$ cat config.mk
export PLATFORM = sky130hd
export DESIGN_NAME = masked_byte_pattern_scanner
export DESIGN_NICKNAME = d
export VERILOG_FILES = /design/src/rtl/mbps_pkg.sv /design/src/rtl/mbps_cell.sv /design/src/rtl/masked_byte_pattern_scanner.sv
export SDC_FILE = /design/constraint.sdc
export NUM_CORES = 1
export LEC_CHECK = 0
export BUFFER_PORTS_ARGS = -buffer_cell sky130_fd_sc_hd__buf_2
export CAP_MARGIN = 20
export CORE_ASPECT_RATIO = 1.5
export CORE_MARGIN = 2
export CORE_UTILIZATION = 62
export DETAILED_ROUTE_END_ITERATION = 10
export PLACE_DENSITY = 0.9
export SETUP_SLACK_MARGIN = 0.3
export SYNTH_ARGS = -nofsm -noshare
export SYNTH_HDL_FRONTEND = slang
export SYNTH_SLANG_ARGS = --single-unit
$ cat constraint.sdc
create_clock -name clk_i -period 17.7 [get_ports clk_i]
set_clock_uncertainty 0.1 [all_clocks]
set_input_delay 0.885 -clock clk_i [delete_from_list [all_inputs] [get_ports clk_i]]
set_output_delay 0.885 -clock clk_i [all_outputs]
set_load 0.05 [all_outputs]
$ cat src/rtl/mbps_pkg.sv
package mbps_pkg;

  localparam int unsigned MaxPattern = 8;
  localparam int unsigned IdxW       = $clog2(MaxPattern);
  localparam int unsigned LenW       = 4;
  localparam int unsigned AddrW      = 64;
  localparam int unsigned CfgW       = 64;
  localparam int unsigned CfgIdxW    = 2;

  localparam logic [CfgIdxW-1:0] CfgPatternBytes  = 2'd0;
  localparam logic [CfgIdxW-1:0] CfgPatternMask   = 2'd1;
  localparam logic [CfgIdxW-1:0] CfgPatternLength = 2'd2;
  localparam logic [CfgIdxW-1:0] CfgAlignMask     = 2'd3;

  typedef struct packed {
    logic [7:0] data;
    logic       vld;
  } mbps_link_t;

  typedef struct packed {
    logic [7:0] bits;
    logic [7:0] mask;
    logic       used;
  } mbps_pat_t;

  // Clamp the programmed length to the window depth.
  function automatic logic [LenW-1:0] mbps_len_sat(input logic [LenW-1:0] len);
    logic [LenW-1:0] r;
    r = (len > LenW'(MaxPattern)) ? LenW'(MaxPattern) : len;
    return r;
  endfunction

  // Cell k compares the k-th newest byte (k = 0 is the incoming byte); it checks pattern position len-1-k.
  function automatic mbps_pat_t mbps_cell_pat(input logic [CfgW-1:0] bytes,
                                              input logic [CfgW-1:0] mask,
                                              input logic [LenW-1:0] len,
                                              input logic [IdxW-1:0] k);
    mbps_pat_t       p;
    logic [LenW-1:0] pos;
    logic [IdxW-1:0] lane;
    pos    = len - LenW'(1) - LenW'(k);
    lane   = pos[IdxW-1:0];
    p.bits = bytes[8*lane +: 8];
    p.mask = mask[8*lane +: 8];
    p.used = (len != '0) && (LenW'(k) < len);
    return p;
  endfunction

endpackage

$ cat src/rtl/mbps_cell.sv
module mbps_cell import mbps_pkg::*; (
  input  logic       clk_i,
  input  logic       rst_ni,
  input  logic       en_i,
  input  mbps_link_t link_i,
  input  mbps_pat_t  pat_i,
  output mbps_link_t link_o,
  output logic       match_o
);

  logic [7:0] data_q;
  logic       vld_q;

  always_ff @(posedge clk_i or negedge rst_ni) begin
    if (!rst_ni) begin
      vld_q <= 1'b0;
    end else if (en_i) begin
      vld_q <= link_i.vld;
    end
  end

  always_ff @(posedge clk_i) begin
    if (en_i) begin
      data_q <= link_i.data;
    end
  end

  assign link_o.data = data_q;
  assign link_o.vld  = vld_q;

  assign match_o = !pat_i.used ||
                   (link_i.vld && ((link_i.data & pat_i.mask) == pat_i.bits));

endmodule

$ cat src/rtl/masked_byte_pattern_scanner.sv
// channel | direction | handshake            | payload
// --------+-----------+----------------------+-----------------------------------------
// in      | input     | in_valid_i/in_stall_o | data_byte_i, region_start_i, region_base_i
// out     | output    | out_valid_o/out_stall_i | match_address_o
// cfg     | input     | cfg_we_i             | cfg_idx_i, cfg_data_i
//
// One byte per cycle while in_stall_o is low; a match address appears in the cycle
// after the transfer of the byte that ends it. The window shifts through a row of
// eight byte cells that compare in parallel, so latency is set by the output register
// alone. Reset clears the cell valid bits, the address counter and the output valid.
// in_stall_o rises only while a result is held and out_stall_i is high.
module masked_byte_pattern_scanner import mbps_pkg::*; (
  input  logic                clk_i,
  input  logic                rst_ni,
  input  logic                in_valid_i,
  output logic                in_stall_o,
  input  logic [7:0]          data_byte_i,
  input  logic                region_start_i,
  input  logic [AddrW-1:0]    region_base_i,
  output logic                out_valid_o,
  input  logic                out_stall_i,
  output logic [AddrW-1:0]    match_address_o,
  input  logic                cfg_we_i,
  input  logic [CfgIdxW-1:0]  cfg_idx_i,
  input  logic [CfgW-1:0]     cfg_data_i
);

  logic [CfgW-1:0]  pat_bytes_q;
  logic [CfgW-1:0]  pat_mask_q;
  logic [LenW-1:0]  pat_len_q;
  logic [1:0]       align_q;

  always_ff @(posedge clk_i or negedge rst_ni) begin
    if (!rst_ni) begin
      pat_bytes_q <= '0;
      pat_mask_q  <= '0;
      pat_len_q   <= LenW'(1);
      align_q     <= '0;
    end else if (cfg_we_i) begin
      unique case (cfg_idx_i)
        CfgPatternBytes:  pat_bytes_q <= cfg_data_i;
        CfgPatternMask:   pat_mask_q  <= cfg_data_i;
        CfgPatternLength: pat_len_q   <= cfg_data_i[LenW-1:0];
        CfgAlignMask:     align_q     <= cfg_data_i[1:0];
        default: ;
      endcase
    end
  end

  logic             accept;
  logic [LenW-1:0]  len_eff;
  mbps_link_t       link_in  [MaxPattern];
  mbps_link_t       link_out [MaxPattern];
  logic [MaxPattern-1:0] match_vec;
  logic [MaxPattern-1:0] vld_vec;

  assign accept  = in_valid_i && !in_stall_o;
  assign len_eff = mbps_len_sat(pat_len_q);

  for (genvar k = 0; k < MaxPattern; k++) begin : g_cell
    if (k == 0) begin : g_head
      assign link_in[k].data = data_byte_i;
      assign link_in[k].vld  = 1'b1;
    end else begin : g_body
      assign link_in[k].data = link_out[k-1].data;
      assign link_in[k].vld  = link_out[k-1].vld && !region_start_i;
    end

    mbps_cell u_cell (
      .clk_i   (clk_i),
      .rst_ni  (rst_ni),
      .en_i    (accept),
      .link_i  (link_in[k]),
      .pat_i   (mbps_cell_pat(pat_bytes_q, pat_mask_q, len_eff, IdxW'(k))),
      .link_o  (link_out[k]),
      .match_o (match_vec[k])
    );

    assign vld_vec[k] = link_out[k].vld;
  end

  logic [AddrW-1:0] next_addr_q, next_addr_d;
  logic [AddrW-1:0] cur_addr, first_addr;
  logic             hit;

  assign cur_addr    = region_start_i ? region_base_i : next_addr_q;
  assign next_addr_d = cur_addr + AddrW'(1);
  assign first_addr  = cur_addr - AddrW'(len_eff - LenW'(1));
  assign hit         = (len_eff != '0) && (&match_vec) && ((first_addr[1:0] & align_q) == 2'b00);

  always_ff @(posedge clk_i or negedge rst_ni) begin
    if (!rst_ni) begin
      next_addr_q <= '0;
    end else if (accept) begin
      next_addr_q <= next_addr_d;
    end
  end

  logic             out_valid_q, out_valid_d;
  logic [AddrW-1:0] out_addr_q;

  always_comb begin
    out_valid_d = out_valid_q;
    if (accept) begin
      out_valid_d = hit;
    end else if (!out_stall_i) begin
      out_valid_d = 1'b0;
    end
  end

  always_ff @(posedge clk_i or negedge rst_ni) begin
    if (!rst_ni) begin
      out_valid_q <= 1'b0;
    end else begin
      out_valid_q <= out_valid_d;
    end
  end

  always_ff @(posedge clk_i) begin
    if (accept && hit) begin
      out_addr_q <= first_addr;
    end
  end

  assign in_stall_o      = out_valid_q && out_stall_i;
  assign out_valid_o     = out_valid_q;
  assign match_address_o = out_addr_q;

  assert property (@(posedge clk_i) disable iff (!rst_ni)
    in_stall_o |-> out_valid_q)
    else $error("input stalled without a held result");

  assert property (@(posedge clk_i) disable iff (!rst_ni)
    (accept && region_start_i) |=> (vld_vec == MaxPattern'(1)))
    else $error("region start did not restart the window");

  assert property (@(posedge clk_i) disable iff (!rst_ni)
    !accept |=> $stable(vld_vec) && $stable(next_addr_q))
    else $error("window moved without a transfer");

  assert property (@(posedge clk_i) disable iff (!rst_ni)
    $rose(out_valid_q) |-> $past(accept))
    else $error("result appeared without an input transfer");

endmodule

==> flow_metrics.env <==
export IMPL_status="finished, final reports clean"
export IMPL_crit_fanout=66
export IMPL_start_util_pct=62.49
export IMPL_final_common_cell="nand2_1"
export IMPL_ys_warn_count=0
export IMPL_setup_viol=0
export IMPL_grt_pass1_vias=21240
export IMPL_finalCritPeriodShare_pct=42.14
export IMPL_max_cap_viol_count=0
export IMPL_postCtsHoldBufs=0
export IMPL_io_buffers=209
export IMPL_async_reset_ff_share_pct=63.19
export IMPL_die_area_um2=42060
export IMPL_layout_common_cells="295 x nand2_1, 207 x buf_2, 205 x dfrtp_1"
export IMPL_cts_setup_buffers=0
export IMPL_fmax_mhz=134.1
export IMPL_grt_max_degree=83
export IMPL_drive_above_1_share_pct=25.53
export IMPL_drc=0
export IMPL_gp_congestion=1.059
export IMPL_synth_cells=2422
export IMPL_cts_htree_levels=2
export IMPL_dr_pass1_iters=8
export IMPL_critical_path_required_ns=17.89
export IMPL_ys_types=103
export IMPL_min_path_type="primary input to asynchronous set/reset pin"
export IMPL_die_h_um=250.2
export IMPL_synth_top_area_cell="dfrtp_1"
export IMPL_gr_total_overflow=0
export IMPL_grt_use_total_pct=36.79
export IMPL_vdd_ir_drop_max_uv=120.8
export IMPL_core_um2=40090
export IMPL_crit_chain="nor2b_4 > buf_4 > inv_4 > ha_1 > nor3b_4 > buf_4 > inv_2 > buf_4 > ha_1 > and2_1 > nand3_1 > a2111o_1 > or3_1 > a211oi_1 > nor3_1 > o22ai_1 > a221oi_1 > o31ai_1 > mux2i_1 > xnor2_1"
export IMPL_postCtsResizedCells=0
export IMPL_drtAntennaViolNets=0
export IMPL_antenna_found_initial=0
export IMPL_rows=90
export IMPL_slew_headroom_pct=24.58
export IMPL_synth_edf_count=120
export IMPL_p_per_area_nw_per_um2=130.1
export IMPL_ys_ff_latch=326
export IMPL_clockBufferDepth=3
export IMPL_diodes=0
export IMPL_final_nets=2735
export IMPL_cts_tree="built"
export IMPL_grt_first_pass_wirelength_um=120200
export IMPL_syn_cell_area_um2=25050
export IMPL_crit_type="flop to flop"
export IMPL_utilization_pct=68.65
export IMPL_worst_path_most_repeated_cell="buf_4"
export IMPL_critPathMaxStageDelay_ns=0.73
export IMPL_grtUsageMet2_pct=62.99
export IMPL_synth_top_area_share_pct=20.48
export IMPL_setup_tns_ns=0
export IMPL_area_growth_pct=9.859
export IMPL_clock_sinks=326
export IMPL_clock_latency_ns=0.53
export IMPL_cts_root_buf="clkbuf_16"
export IMPL_pin_count=210
export IMPL_nFillCells=2962
export IMPL_rsz0062_at_grt="no"
export IMPL_crit_start="pat_len_q[3]"
export IMPL_drv_slew=0
export IMPL_cts_inserted_buffers=35
export IMPL_syn_area_per_cell_um2=10.34
export IMPL_grt_busiest_layer="met2"
export IMPL_routed_wl_um=77620
export IMPL_gr_usage_met1_pct=41.52
export IMPL_place_hpwl_um=57500
export IMPL_hold_ws_ns=0.2254
export IMPL_cp_end_kind="flop"
export IMPL_synth_fp_nets=2602
export IMPL_synth_main_ff_cell="dfrtp_1"
export IMPL_first_iter_violations=2284
export IMPL_path_clk_slew_ns=0.07
export IMPL_period_needed_ns=7.458
export IMPL_vias_per_cell=6.936
export IMPL_hold_violations=0
export IMPL_synth_seq_area_share_pct=34.97
export IMPL_leakage_nw=10.84
export IMPL_drt_wirelength_per_cell_um=25.14
export IMPL_die_w_um=168.1
export IMPL_cp_arrival_ns=7.65
export IMPL_synth_area_top_cells="dfrtp_1 20%, edfxtp_1 14%, mux4_2 12%, mux2_2 7.6%, mux2i_1 6.4%"
export IMPL_start_kind="flop"
export IMPL_timing_rr_start="pat_len_q[3]"
export IMPL_grt_use_met3_pct=5.530
export IMPL_tightest_slew_ns=1.100
export IMPL_via_count=21410
export IMPL_critical_path_slowest_cell="inv_4"
-- metal layers --
metal | routed length (µm) | part of all wire, %
met2 | 38380 | 49
met1 | 26040 | 34
met5 | 0 | 0
met4 | 7168 | 9.2
met3 | 6029 | 7.8
-- area by class of cell --
type / instances / area, µm² / area share [%]
clock buffer: 48 / 1028 / 3.737
clock inverter: 15 / 146.4 / 0.5319
inverter: 62 / 235.2 / 0.8547
multi-input combinational: 1889 / 15420 / 56.03
sequential: 326 / 8760 / 31.83
tap: 506 / 633.1 / 2.301
timing repair buffer: 241 / 1297 / 4.715
-- per-stage QoR --
step / cells / setup WS, ns / total power [mW] / area (µm²)
final: 3087 / 10.24 / 3.579 / 27520
after global routing: 3087 / 9.722 / 3.726 / 27520
after CTS: 3087 / 10.29 / 3.535 / 27520
after detailed placement: 3024 / 10.32 / 2.769 / 26350
after global placement: 3024 / 10.49 / 2.711 / 26350
after floorplan: 2422 / 5.419 / 2.278 / 25050
-- power by group --
part | switching (mW) | total [mW] | internal [mW]
clock network | 0.320 | 0.759 | 0.439
logic | 1.02 | 1.80 | 0.773
registers | 0.124 | 1.02 | 0.897
total | 1.47 | 3.58 | 2.11
-- synth_stat cells, types with 9 or more instances --
cell,count
buf_2,34
mux2_2,169
nor2_1,88
clkbuf_1,80
a22oi_1,11
nand2_1,296
a311oi_1,9
nor3_1,44
o31ai_1,14
a21oi_1,102
inv_1,55
nor4_1,13
edfxtp_1,120
nor2b_1,39
nand2b_1,38
mux4_2,135
and3_1,12
nand3_1,71
o21ai_0,144
nand3b_1,26
mux2i_1,160
or3_1,17
a211oi_1,12
buf_1,18
o21bai_1,10
xor2_1,36
xnor2_1,129
nor3b_1,39
a31oi_1,37
a21o_1,14
or2_2,10
and2_1,18
dfrtp_1,205
ha_1,36
nand4_1,23
-- worst paths after layout --
check / endpoint / slack [ns] / depth (start not counted)
min: pat_mask_q[6] / 0.23 / 1
max: match_address_o[63] / 10.24 / 20
min in group clk_i: g_cell[2].u_cell.data_q[2] / 0.36 / 0
max in group asynchronous: pat_mask_q[9] / 15.87 / 2
min reg2reg: g_cell[2].u_cell.data_q[2] / 0.36 / 0
max reg2reg: match_address_o[63] / 10.24 / 20
-- critical path, delay by kind of cell, from the launching register on --
kind | cells | cell delay, ns
DFF | 1 | 0.65
xor gates and xnor gates | 1 | 0.08
AOI/OAI and AO/OA | 5 | 1.54
and+or+nand+nor | 6 | 1.14
buffers and inverters | 5 | 2.41
adders and majority gates | 2 | 0.94
muxes | 1 | 0.25
-- flip-flops by register name, summed over array words and instances (netlist names) --
name	cells
pat_len_q	4
next_addr_q	64
pat_mask_q	64
pat_bytes_q	64
out_valid_o	1
align_q	2
g_cell.u_cell.vld_q	7
g_cell.u_cell.data_q	56
match_address_o	64
-- cell families after synthesis --
family	Yosys count	synth area share, %
simple gates	762	15.54
flops	326	34.97
fa+ha+maj	38	1.878
compound gates	456	11.77
xor+xnor	168	6.014
buf+inv	207	3.641
mux	465	26.18
(Power assumes the default switching activity.)
